File: config.mk
export PLATFORM = sky130hd
export DESIGN_NAME = twr_range_filter_top
export DESIGN_NICKNAME = d
export VERILOG_FILES = /design/src/rtl/core/trf_pkg.sv /design/src/rtl/core/trf_flight.sv /design/src/rtl/core/trf_scale.sv /design/src/rtl/core/trf_anchor_bank.sv /design/src/rtl/core/twr_range_filter_top.sv
export SDC_FILE = /design/constraint.sdc
export NUM_CORES = 2
export LEC_CHECK = 0
export BUFFER_PORTS_ARGS = -buffer_cell sky130_fd_sc_hd__buf_2
export CORE_ASPECT_RATIO = 1.25
export CORE_UTILIZATION = 40
export CTS_CLUSTER_SIZE = 12
export DETAILED_ROUTE_END_ITERATION = 7
export SYNTH_ARGS = -nofsm -noshare
export SYNTH_HDL_FRONTEND = slang
export SYNTH_SLANG_ARGS = --single-unit
File: constraint.sdc
create_clock -name clk -period 10.45 [get_ports clk]
set_clock_uncertainty 0.2 [all_clocks]
set_input_delay 2.09 -clock clk [delete_from_list [all_inputs] [get_ports clk]]
set_output_delay 2.09 -clock clk [all_outputs]
set_load 0.01 [all_outputs]
File: src/rtl/core/trf_pkg.sv
// Shared types and codes for the two-way ranging filter.
// Holds request structs, status codes, register indexes and stage records.
// No dependencies.
package trf_pkg;

	// Opcodes of an input request
	localparam logic OP_RANGE    = 1'b0;
	localparam logic OP_SLOT_END = 1'b1;

	// Configuration register indexes
	localparam logic [2:0] REG_CM_PER_TICK   = 3'd0;
	localparam logic [2:0] REG_MAX_FLIGHT    = 3'd1;
	localparam logic [2:0] REG_MIN_DISTANCE  = 3'd2;
	localparam logic [2:0] REG_MAX_DISTANCE  = 3'd3;
	localparam logic [2:0] REG_OUTLIER       = 3'd4;
	localparam logic [2:0] REG_SMOOTH_SHIFT  = 3'd5;
	localparam logic [2:0] REG_FRESH_MIN     = 3'd6;

	localparam int CFG_DATA_W = 24;

	// Register reset values
	localparam logic [15:0] RST_CM_PER_TICK  = 16'd30748;
	localparam logic [19:0] RST_MAX_FLIGHT   = 20'd40000;
	localparam logic [23:0] RST_MIN_DISTANCE = 24'd0;
	localparam logic [23:0] RST_MAX_DISTANCE = 24'd512000;
	localparam logic [23:0] RST_OUTLIER      = 24'd38400;
	localparam logic [2:0]  RST_SMOOTH_SHIFT = 3'd1;
	localparam logic [7:0]  RST_FRESH_MIN    = 8'd2;

	localparam logic [23:0] RAW_MAX   = 24'hFFFFFF;
	localparam logic [15:0] MM_MAX    = 16'hFFFF;
	localparam logic [7:0]  COUNT_MAX = 8'hFF;

	typedef enum logic [2:0] {
		ST_AVERAGED  = 3'd0,
		ST_SEEDED    = 3'd1,
		ST_LIMITS    = 3'd2,
		ST_OUTLIER   = 3'd3,
		ST_BAD_FLIGHT = 3'd4,
		ST_BAD_INDEX = 3'd5,
		ST_MASK      = 3'd6
	} status_t;

	typedef struct packed {
		logic        opcode;
		logic [3:0]  anchor_index;
		logic [39:0] poll_tx_time;
		logic [39:0] resp_rx_time;
		logic [31:0] reply_delay;
	} in_t;

	typedef struct packed {
		status_t     status;
		logic [3:0]  anchor_out;
		logic [23:0] raw_distance_q8;
		logic [15:0] estimate_mm;
		logic [7:0]  count_out;
		logic [15:0] slot_mask;
	} out_t;

	// Filter settings used by the anchor bank
	typedef struct packed {
		logic [23:0] min_distance_q8;
		logic [23:0] max_distance_q8;
		logic [23:0] outlier_threshold_q8;
		logic [2:0]  smoothing_shift;
		logic [7:0]  fresh_min_count;
	} filt_cfg_t;

	// Record after the flight stage
	typedef struct packed {
		logic        opcode;
		logic [3:0]  anchor;
		logic        flight_ok;
		logic [19:0] tof;
	} flight_rec_t;

	// Record after the scale stage
	typedef struct packed {
		logic        opcode;
		logic [3:0]  anchor;
		logic        flight_ok;
		logic [23:0] raw;
	} sample_rec_t;

endpackage

File: src/rtl/core/trf_flight.sv
// Time-of-flight computation and range check for one ranging request.
// Depends on trf_pkg.
module trf_flight (
	input  logic [39:0] poll_tx_time,
	input  logic [39:0] resp_rx_time,
	input  logic [31:0] reply_delay,
	input  logic [19:0] max_flight_ticks,
	output logic [19:0] tof,
	output logic        flight_ok
);
	import trf_pkg::*;

	logic [41:0] diff;
	logic [40:0] half;
	logic        neg;
	logic        minus_one;
	logic        over;

	// Round trip minus reply, signed 42 bits
	assign diff = {2'b00, resp_rx_time} - {2'b00, poll_tx_time} - {10'd0, reply_delay};
	assign neg = diff[41];
	// Halving truncates toward zero, so minus one still gives zero flight
	assign minus_one = &diff;
	assign half = diff[41:1];
	assign over = half > {21'd0, max_flight_ticks};

	assign flight_ok = minus_one || (!neg && !over);
	assign tof = neg ? 20'd0 : half[19:0];

endmodule

File: src/rtl/core/trf_scale.sv
// Scale flight ticks to centimeters q8 with saturation to 24 bits.
// Depends on trf_pkg.
module trf_scale (
	input  logic [19:0] tof,
	input  logic [15:0] cm_per_tick_q16,
	output logic [23:0] raw
);
	import trf_pkg::*;

	logic [35:0] prod;

	// Multiply by q16 scale, drop 8 fraction bits, saturate
	assign prod = {16'd0, tof} * {20'd0, cm_per_tick_q16};
	assign raw = (|prod[35:32]) ? RAW_MAX : prod[31:8];

endmodule

File: src/rtl/core/trf_anchor_bank.sv
// Per-anchor estimate, seed flag, sample count and fresh bit, with the update
// that turns one scaled sample into a result. Depends on trf_pkg.
module trf_anchor_bank #(
	parameter int ANCHOR_COUNT = 6
) (
	input  logic                   clk,
	input  logic                   arst_n,
	input  trf_pkg::filt_cfg_t     cfg,
	input  trf_pkg::sample_rec_t   sample,
	input  logic                   update,
	output trf_pkg::out_t          result
);
	import trf_pkg::*;

	localparam int AW = (ANCHOR_COUNT > 1) ? $clog2(ANCHOR_COUNT) : 1;

	logic [23:0] est_q   [ANCHOR_COUNT];
	logic        seeded_q[ANCHOR_COUNT];
	logic [7:0]  count_q [ANCHOR_COUNT];
	logic        fresh_q [ANCHOR_COUNT];

	logic [AW-1:0] idx;
	logic          good_index;
	logic          write_anchor;
	logic [23:0]   est_cur;
	logic          seeded_cur;
	logic [7:0]    count_cur;
	logic [23:0]   est_next;
	logic          seeded_next;
	logic [7:0]    count_next;
	logic [23:0]   diff;
	logic [31:0]   ema_sum;
	logic [31:0]   ema_shifted;
	logic [27:0]   est_x10;
	logic [19:0]   mm_wide;
	logic [15:0]   est_mm;
	logic [15:0]   mask;

	assign idx = sample.anchor[AW-1:0];
	assign good_index = {1'b0, sample.anchor} < 5'(ANCHOR_COUNT);
	assign est_cur = est_q[idx];
	assign seeded_cur = seeded_q[idx];
	assign count_cur = count_q[idx];

	// Collect fresh and counted anchors for the slot-end report
	always_comb begin
		mask = '0;
		for (int i = 0; i < ANCHOR_COUNT; i++) begin
			mask[i] = fresh_q[i] && (count_q[i] >= cfg.fresh_min_count);
		end
	end

	// EMA: (raw + (2^s - 1) * est) >> s, multiply done as shift minus one
	assign ema_sum = {8'd0, sample.raw} + ({8'd0, est_cur} << cfg.smoothing_shift)
		- {8'd0, est_cur};
	assign ema_shifted = ema_sum >> cfg.smoothing_shift;
	assign diff = (sample.raw >= est_cur) ? (sample.raw - est_cur) : (est_cur - sample.raw);

	// Classify the sample and form the result
	always_comb begin
		result = '0;
		result.status = ST_MASK;
		est_next = est_cur;
		seeded_next = seeded_cur;
		count_next = count_cur;
		write_anchor = 1'b0;
		if (sample.opcode == OP_SLOT_END) begin
			result.status = ST_MASK;
			result.slot_mask = mask;
		end else begin
			result.anchor_out = sample.anchor;
			if (!good_index) begin
				result.status = ST_BAD_INDEX;
			end else if (!sample.flight_ok) begin
				result.status = ST_BAD_FLIGHT;
			end else begin
				write_anchor = 1'b1;
				result.raw_distance_q8 = sample.raw;
				if (sample.raw < cfg.min_distance_q8 || sample.raw > cfg.max_distance_q8) begin
					result.status = ST_LIMITS;
				end else if (!seeded_cur) begin
					result.status = ST_SEEDED;
					est_next = sample.raw;
					seeded_next = 1'b1;
					count_next = 8'd1;
				end else if (diff > cfg.outlier_threshold_q8) begin
					result.status = ST_OUTLIER;
				end else begin
					result.status = ST_AVERAGED;
					est_next = ema_shifted[23:0];
					count_next = (count_cur == COUNT_MAX) ? COUNT_MAX : count_cur + 8'd1;
				end
			end
			if (good_index) begin
				result.estimate_mm = est_mm;
				result.count_out = count_next;
			end
		end
	end

	// Millimeters: est * 10 / 256, clamped, zero while unseeded
	assign est_x10 = ({4'd0, est_next} << 3) + ({4'd0, est_next} << 1);
	assign mm_wide = est_x10[27:8];
	always_comb begin
		if (!seeded_next) begin
			est_mm = '0;
		end else if (|mm_wide[19:16]) begin
			est_mm = MM_MAX;
		end else begin
			est_mm = mm_wide[15:0];
		end
	end

	// Commit anchor state as the result is taken
	always_ff @(posedge clk or negedge arst_n) begin
		if (!arst_n) begin
			for (int i = 0; i < ANCHOR_COUNT; i++) begin
				est_q[i] <= '0;
				seeded_q[i] <= 1'b0;
				count_q[i] <= '0;
				fresh_q[i] <= 1'b0;
			end
		end else if (update) begin
			if (sample.opcode == OP_SLOT_END) begin
				for (int i = 0; i < ANCHOR_COUNT; i++) begin
					fresh_q[i] <= 1'b0;
				end
			end else if (write_anchor) begin
				fresh_q[idx] <= 1'b1;
				est_q[idx] <= est_next;
				seeded_q[idx] <= seeded_next;
				count_q[idx] <= count_next;
			end
		end
	end

endmodule

File: src/rtl/core/twr_range_filter_top.sv
// Top level of the two-way ranging filter: configuration registers,
// pipeline registers and handshake. Depends on trf_pkg and the trf modules.
//
// Use:
//   in_valid/in_ready/in_item carry requests: opcode 0 is a range sample for
//   one anchor, opcode 1 ends a slot and reports the fresh mask. Each request
//   gives exactly one result on out_valid/out_ready/out_item, in order.
//   cfg_we/cfg_index/cfg_data write the filter registers; write them only
//   while no request is in flight.
// Timing:
//   A request passes the input register, the flight stage (subtract and range
//   check), the scale stage (20x16 multiply) and the result register, where
//   anchor state updates.
//   One request per cycle is accepted while the output keeps being taken.
// Stall:
//   Each stage advances when the one after it is empty or moving, so
//   requests keep entering until all stages hold items; a result waits in
//   the result register, unchanged, until taken.
// Reset:
//   arst_n clears all stages, every anchor's estimate, seed flag, count and
//   fresh bit, and loads the register defaults.
module twr_range_filter_top #(
	parameter int ANCHOR_COUNT = 6
) (
	input  logic                               clk,
	input  logic                               arst_n,
	input  logic                               in_valid,
	output logic                               in_ready,
	input  trf_pkg::in_t                       in_item,
	output logic                               out_valid,
	input  logic                               out_ready,
	output trf_pkg::out_t                      out_item,
	input  logic                               cfg_we,
	input  logic [2:0]                         cfg_index,
	input  logic [trf_pkg::CFG_DATA_W-1:0]     cfg_data
);
	import trf_pkg::*;

	logic [15:0]  cm_per_tick_q;
	logic [19:0]  max_flight_q;
	filt_cfg_t    filt_cfg_q;

	logic         v_s1, v_s2, v_s3;
	in_t          item_s1;
	flight_rec_t  flight_s2;
	sample_rec_t  sample_s3;

	logic         en_out, en3, en2, en1;
	logic [19:0]  tof;
	logic         flight_ok;
	logic [23:0]  raw;
	out_t         result;

	// Stage enables, back to front
	assign en_out = !out_valid || out_ready;
	assign en3 = !v_s3 || en_out;
	assign en2 = !v_s2 || en3;
	assign en1 = !v_s1 || en2;
	assign in_ready = en1;

	// Write configuration registers
	always_ff @(posedge clk or negedge arst_n) begin
		if (!arst_n) begin
			cm_per_tick_q <= RST_CM_PER_TICK;
			max_flight_q <= RST_MAX_FLIGHT;
			filt_cfg_q.min_distance_q8 <= RST_MIN_DISTANCE;
			filt_cfg_q.max_distance_q8 <= RST_MAX_DISTANCE;
			filt_cfg_q.outlier_threshold_q8 <= RST_OUTLIER;
			filt_cfg_q.smoothing_shift <= RST_SMOOTH_SHIFT;
			filt_cfg_q.fresh_min_count <= RST_FRESH_MIN;
		end else if (cfg_we) begin
			case (cfg_index)
				REG_CM_PER_TICK: begin
					cm_per_tick_q <= cfg_data[15:0];
				end
				REG_MAX_FLIGHT: begin
					max_flight_q <= cfg_data[19:0];
				end
				REG_MIN_DISTANCE: begin
					filt_cfg_q.min_distance_q8 <= cfg_data[23:0];
				end
				REG_MAX_DISTANCE: begin
					filt_cfg_q.max_distance_q8 <= cfg_data[23:0];
				end
				REG_OUTLIER: begin
					filt_cfg_q.outlier_threshold_q8 <= cfg_data[23:0];
				end
				REG_SMOOTH_SHIFT: begin
					filt_cfg_q.smoothing_shift <= cfg_data[2:0];
				end
				REG_FRESH_MIN: begin
					filt_cfg_q.fresh_min_count <= cfg_data[7:0];
				end
				default: begin
				end
			endcase
		end
	end

	// Flight stage logic
	trf_flight u_flight (
		.poll_tx_time     (item_s1.poll_tx_time),
		.resp_rx_time     (item_s1.resp_rx_time),
		.reply_delay      (item_s1.reply_delay),
		.max_flight_ticks (max_flight_q),
		.tof              (tof),
		.flight_ok        (flight_ok)
	);

	// Scale stage logic
	trf_scale u_scale (
		.tof             (flight_s2.tof),
		.cm_per_tick_q16 (cm_per_tick_q),
		.raw             (raw)
	);

	// Anchor state and result forming
	trf_anchor_bank #(
		.ANCHOR_COUNT (ANCHOR_COUNT)
	) u_bank (
		.clk    (clk),
		.arst_n (arst_n),
		.cfg    (filt_cfg_q),
		.sample (sample_s3),
		.update (v_s3 && en_out),
		.result (result)
	);

	// Advance stage valids
	always_ff @(posedge clk or negedge arst_n) begin
		if (!arst_n) begin
			v_s1 <= 1'b0;
			v_s2 <= 1'b0;
			v_s3 <= 1'b0;
			out_valid <= 1'b0;
		end else begin
			if (en1) begin
				v_s1 <= in_valid;
			end
			if (en2) begin
				v_s2 <= v_s1;
			end
			if (en3) begin
				v_s3 <= v_s2;
			end
			if (en_out) begin
				out_valid <= v_s3;
			end
		end
	end

	// Advance stage payloads
	always_ff @(posedge clk) begin
		if (en1 && in_valid) begin
			item_s1 <= in_item;
		end
		if (en2 && v_s1) begin
			flight_s2.opcode <= item_s1.opcode;
			flight_s2.anchor <= item_s1.anchor_index;
			flight_s2.flight_ok <= flight_ok;
			flight_s2.tof <= tof;
		end
		if (en3 && v_s2) begin
			sample_s3.opcode <= flight_s2.opcode;
			sample_s3.anchor <= flight_s2.anchor;
			sample_s3.flight_ok <= flight_s2.flight_ok;
			sample_s3.raw <= raw;
		end
		if (en_out && v_s3) begin
			out_item <= result;
		end
	end

endmodule

==> run metrics <==
CTS root buf=clkbuf_16; buffer depth of the longest clock path=3; placed cell count=6,606; outcome=complete, no violations; clk slew on worst S/H paths=0.06 ns; CTS buffer count=66; FP Rows=139; reg2reg start=sample_s3[26]; max_cap viols=0; routability cong.=0.979; largest stage delay on the critical path=0.44 ns; top cell type by total area after synthesis=dfrtp_1; Seq cells post-synth=561; Detail Placement HPWL=113,000 um; Syn Inst Count=4,981; later-pin clock latency in the skew report=0.66 ns; Final Hold Violating Endpoints=0; worst reg2reg endpoint=out_item[33]; CTS Sinks=561; R2R cell count=51; post-route minimum period=9.94 ns; Max-slew headroom=0.266; CP Launch Type=flop; synthesized cell area=46,300 um2; largest net degree at the start of global routing=155; IO Count=222; setup violators final=0; Setup crit end kind=flop; Crit path required time=10.59 ns; Yosys cell types=93; Setup CP Type=flop to flop; Hold Path Stages=0; initial antenna violation count=5; hold endpoint=flight_s2[23]; asr flop ratio synth=0.583; Final Slew Violations=0; vias in the first global route=38,100; Final period util=0.951; most common cell after layout, fill and taps aside=nand2_1; final std cells w/o fill=6,742; global-route wire length before repair=225,000 um; die width=306 um; Iteration-0 DRC Markers=2,483; slowest cell on the critical path=edfxtp_1; min-delay src=item_s1[114]; H-tree levels=3; Hold Crit Class=flop to flop; Fmax=101 MHz; Most used DFF post-synth=dfrtp_1; Synth Area per Inst=9.30 um2; top-area cell type share of the netlist area=0.164; Synth warnings=0; Post-synth EDFFs=234; most frequent cells in the layout=nand2_1, inv_1, ha_1; Initial Util=0.403; final routed DRC violation total=0; via density per instance=5.52; Worst EP arrival=10.08 ns; post-route ant nets=0; sequential area share after synthesis=0.329; worst-margin pin slew=1.10 ns; hold buffer count at cts=0; total gr overflow=0; Net count, final=6,050; wire per inst=21.8 um; vias=37,200; Total GRT Usage=0.251; Detailed Route WL=147,000 um; area delta synth->final=12.4%; synth top area cells=dfrtp_1, edfxtp_1, fa_1; PortBufs=211; share of layout cells above drive strength 1=0.135; CTS tree=done; R2R setup slack=0.51 ns; Die Span Y=382 um; Core ar.=115,000 um2; drt first pass iters=6; die area=117,000 um2; CP max FO=16
layout make-up:
cell class              count  area [um2]
diodes                      2        5.00
clock buffers              89        1800
well taps                1480        1850
clock inverters            31         400
inverters                 628        2360
multi-input cells        3574       28000
fillers                 11200       62700
flip-flops and latches    561       15200
repair buffers            377        2390
layer usage:
| layer | part of all wire | global-route usage | vias up |
|---|---|---|---|
| met4 | 0.050 | 0.121 | 0 |
| met1 | 0.40 | 0.299 | 18400 |
| met3 | 0.047 | 0.0301 | 314 |
| met2 | 0.50 | 0.447 | 1136 |
| li1 | - | - | 17400 |
| met5 | 0 | 0 | - |
flip-flops by register name (all words and copies together), names as in the netlist:
name	flops
sample_s3	30
cm_per_tick_q	16
u_bank.est_q	144
u_bank.fresh_q	6
v_s1	1
filt_cfg_q	83
out_item	61
flight_s2	26
out_valid	1
max_flight_q	20
u_bank.seeded_q	6
item_s1	117
v_s2	1
u_bank.count_q	48
v_s3	1
worst max path at each step:
stage | depth (start not counted) | end | from
floorplan | 49 | out_item[28] | sample_s3[27]
global placement | 45 | out_item[33] | sample_s3[26]
detailed placement | 48 | out_item[33] | sample_s3[26]
CTS | 49 | out_item[33] | sample_s3[26]
global route | 52 | out_item[33] | sample_s3[26]
finish | 51 | out_item[33] | sample_s3[26]
logic make-up after synthesis:
| logic type | after synthesis | synth area share |
|---|---|---|
| buffers and inverters | 855 | 0.0708 |
| XOR/XNOR | 151 | 0.0286 |
| multiplexers | 206 | 0.0500 |
| AND/OR/NAND/NOR | 1390 | 0.137 |
| AO/OA/AOI/OAI | 1124 | 0.152 |
| flip-flops | 561 | 0.329 |
| other | 1 | 0.0000810 |
| adder cells (fa/ha/maj) | 693 | 0.232 |
metrics by stage:
step                setup TNS (ns)  hold slack [ns]  utilization  worst slack [ns]  area, um2
global route                -0.498            0.230        0.454           -0.0646      52100
floorplan                        0            0.200            -             0.400      46300
finish                           0            0.223        0.454             0.508      52100
detailed placement          -0.162            0.206        0.432           -0.0408      49600
CTS                              0            0.220        0.451           0.00248      51800
global placement                 0            0.205        0.432            0.0663      49600
synth_stat cells, types with 14 or more instances:
master    instances
a31oi_1          21
mux2i_1          77
o21bai_1         29
ha_1            416
inv_1           623
and2_1          133
a22oi_1          76
and3_1           34
nor2_1          235
a21o_1          116
nand2_1         678
o21ai_0         370
nor2b_1          46
nor4_1           14
mux2_2          121
nor3_1           41
a221o_1          16
nand4_1          41
o21a_1           36
a21oi_1         265
nand2b_1         50
o31ai_1          14
buf_1            14
dfrtp_1         303
a211oi_1         28
xor2_1           54
o211ai_1         17
clkbuf_1        188
dfstp_2          24
edfxtp_1        234
nand3_1          62
fa_1            277
xnor2_1          97
o22ai_1          16
timing repair:
item,4_1_cts,5_1_grt
cloned,0,1
pin swaps,1,10
buffers inserted,1,12
resized for setup,1,39
setup endpoints to repair,16,16
worst max-delay path, delay by kind of cell (launching register included):
kind / cells / cell delay, ns
AO/OA/AOI/OAI: 25 / 4.48
XOR/XNOR: 1 / 0.17
adder cells (fa/ha/maj): 3 / 0.87
buffers and inverters: 10 / 1.65
flip-flops: 1 / 0.44
multiplexers: 1 / 0.21
AND/OR/NAND/NOR: 11 / 1.62
Power is not shown: default switching activity piles up to over one toggle a cycle in this logic, so the estimate is an artifact.
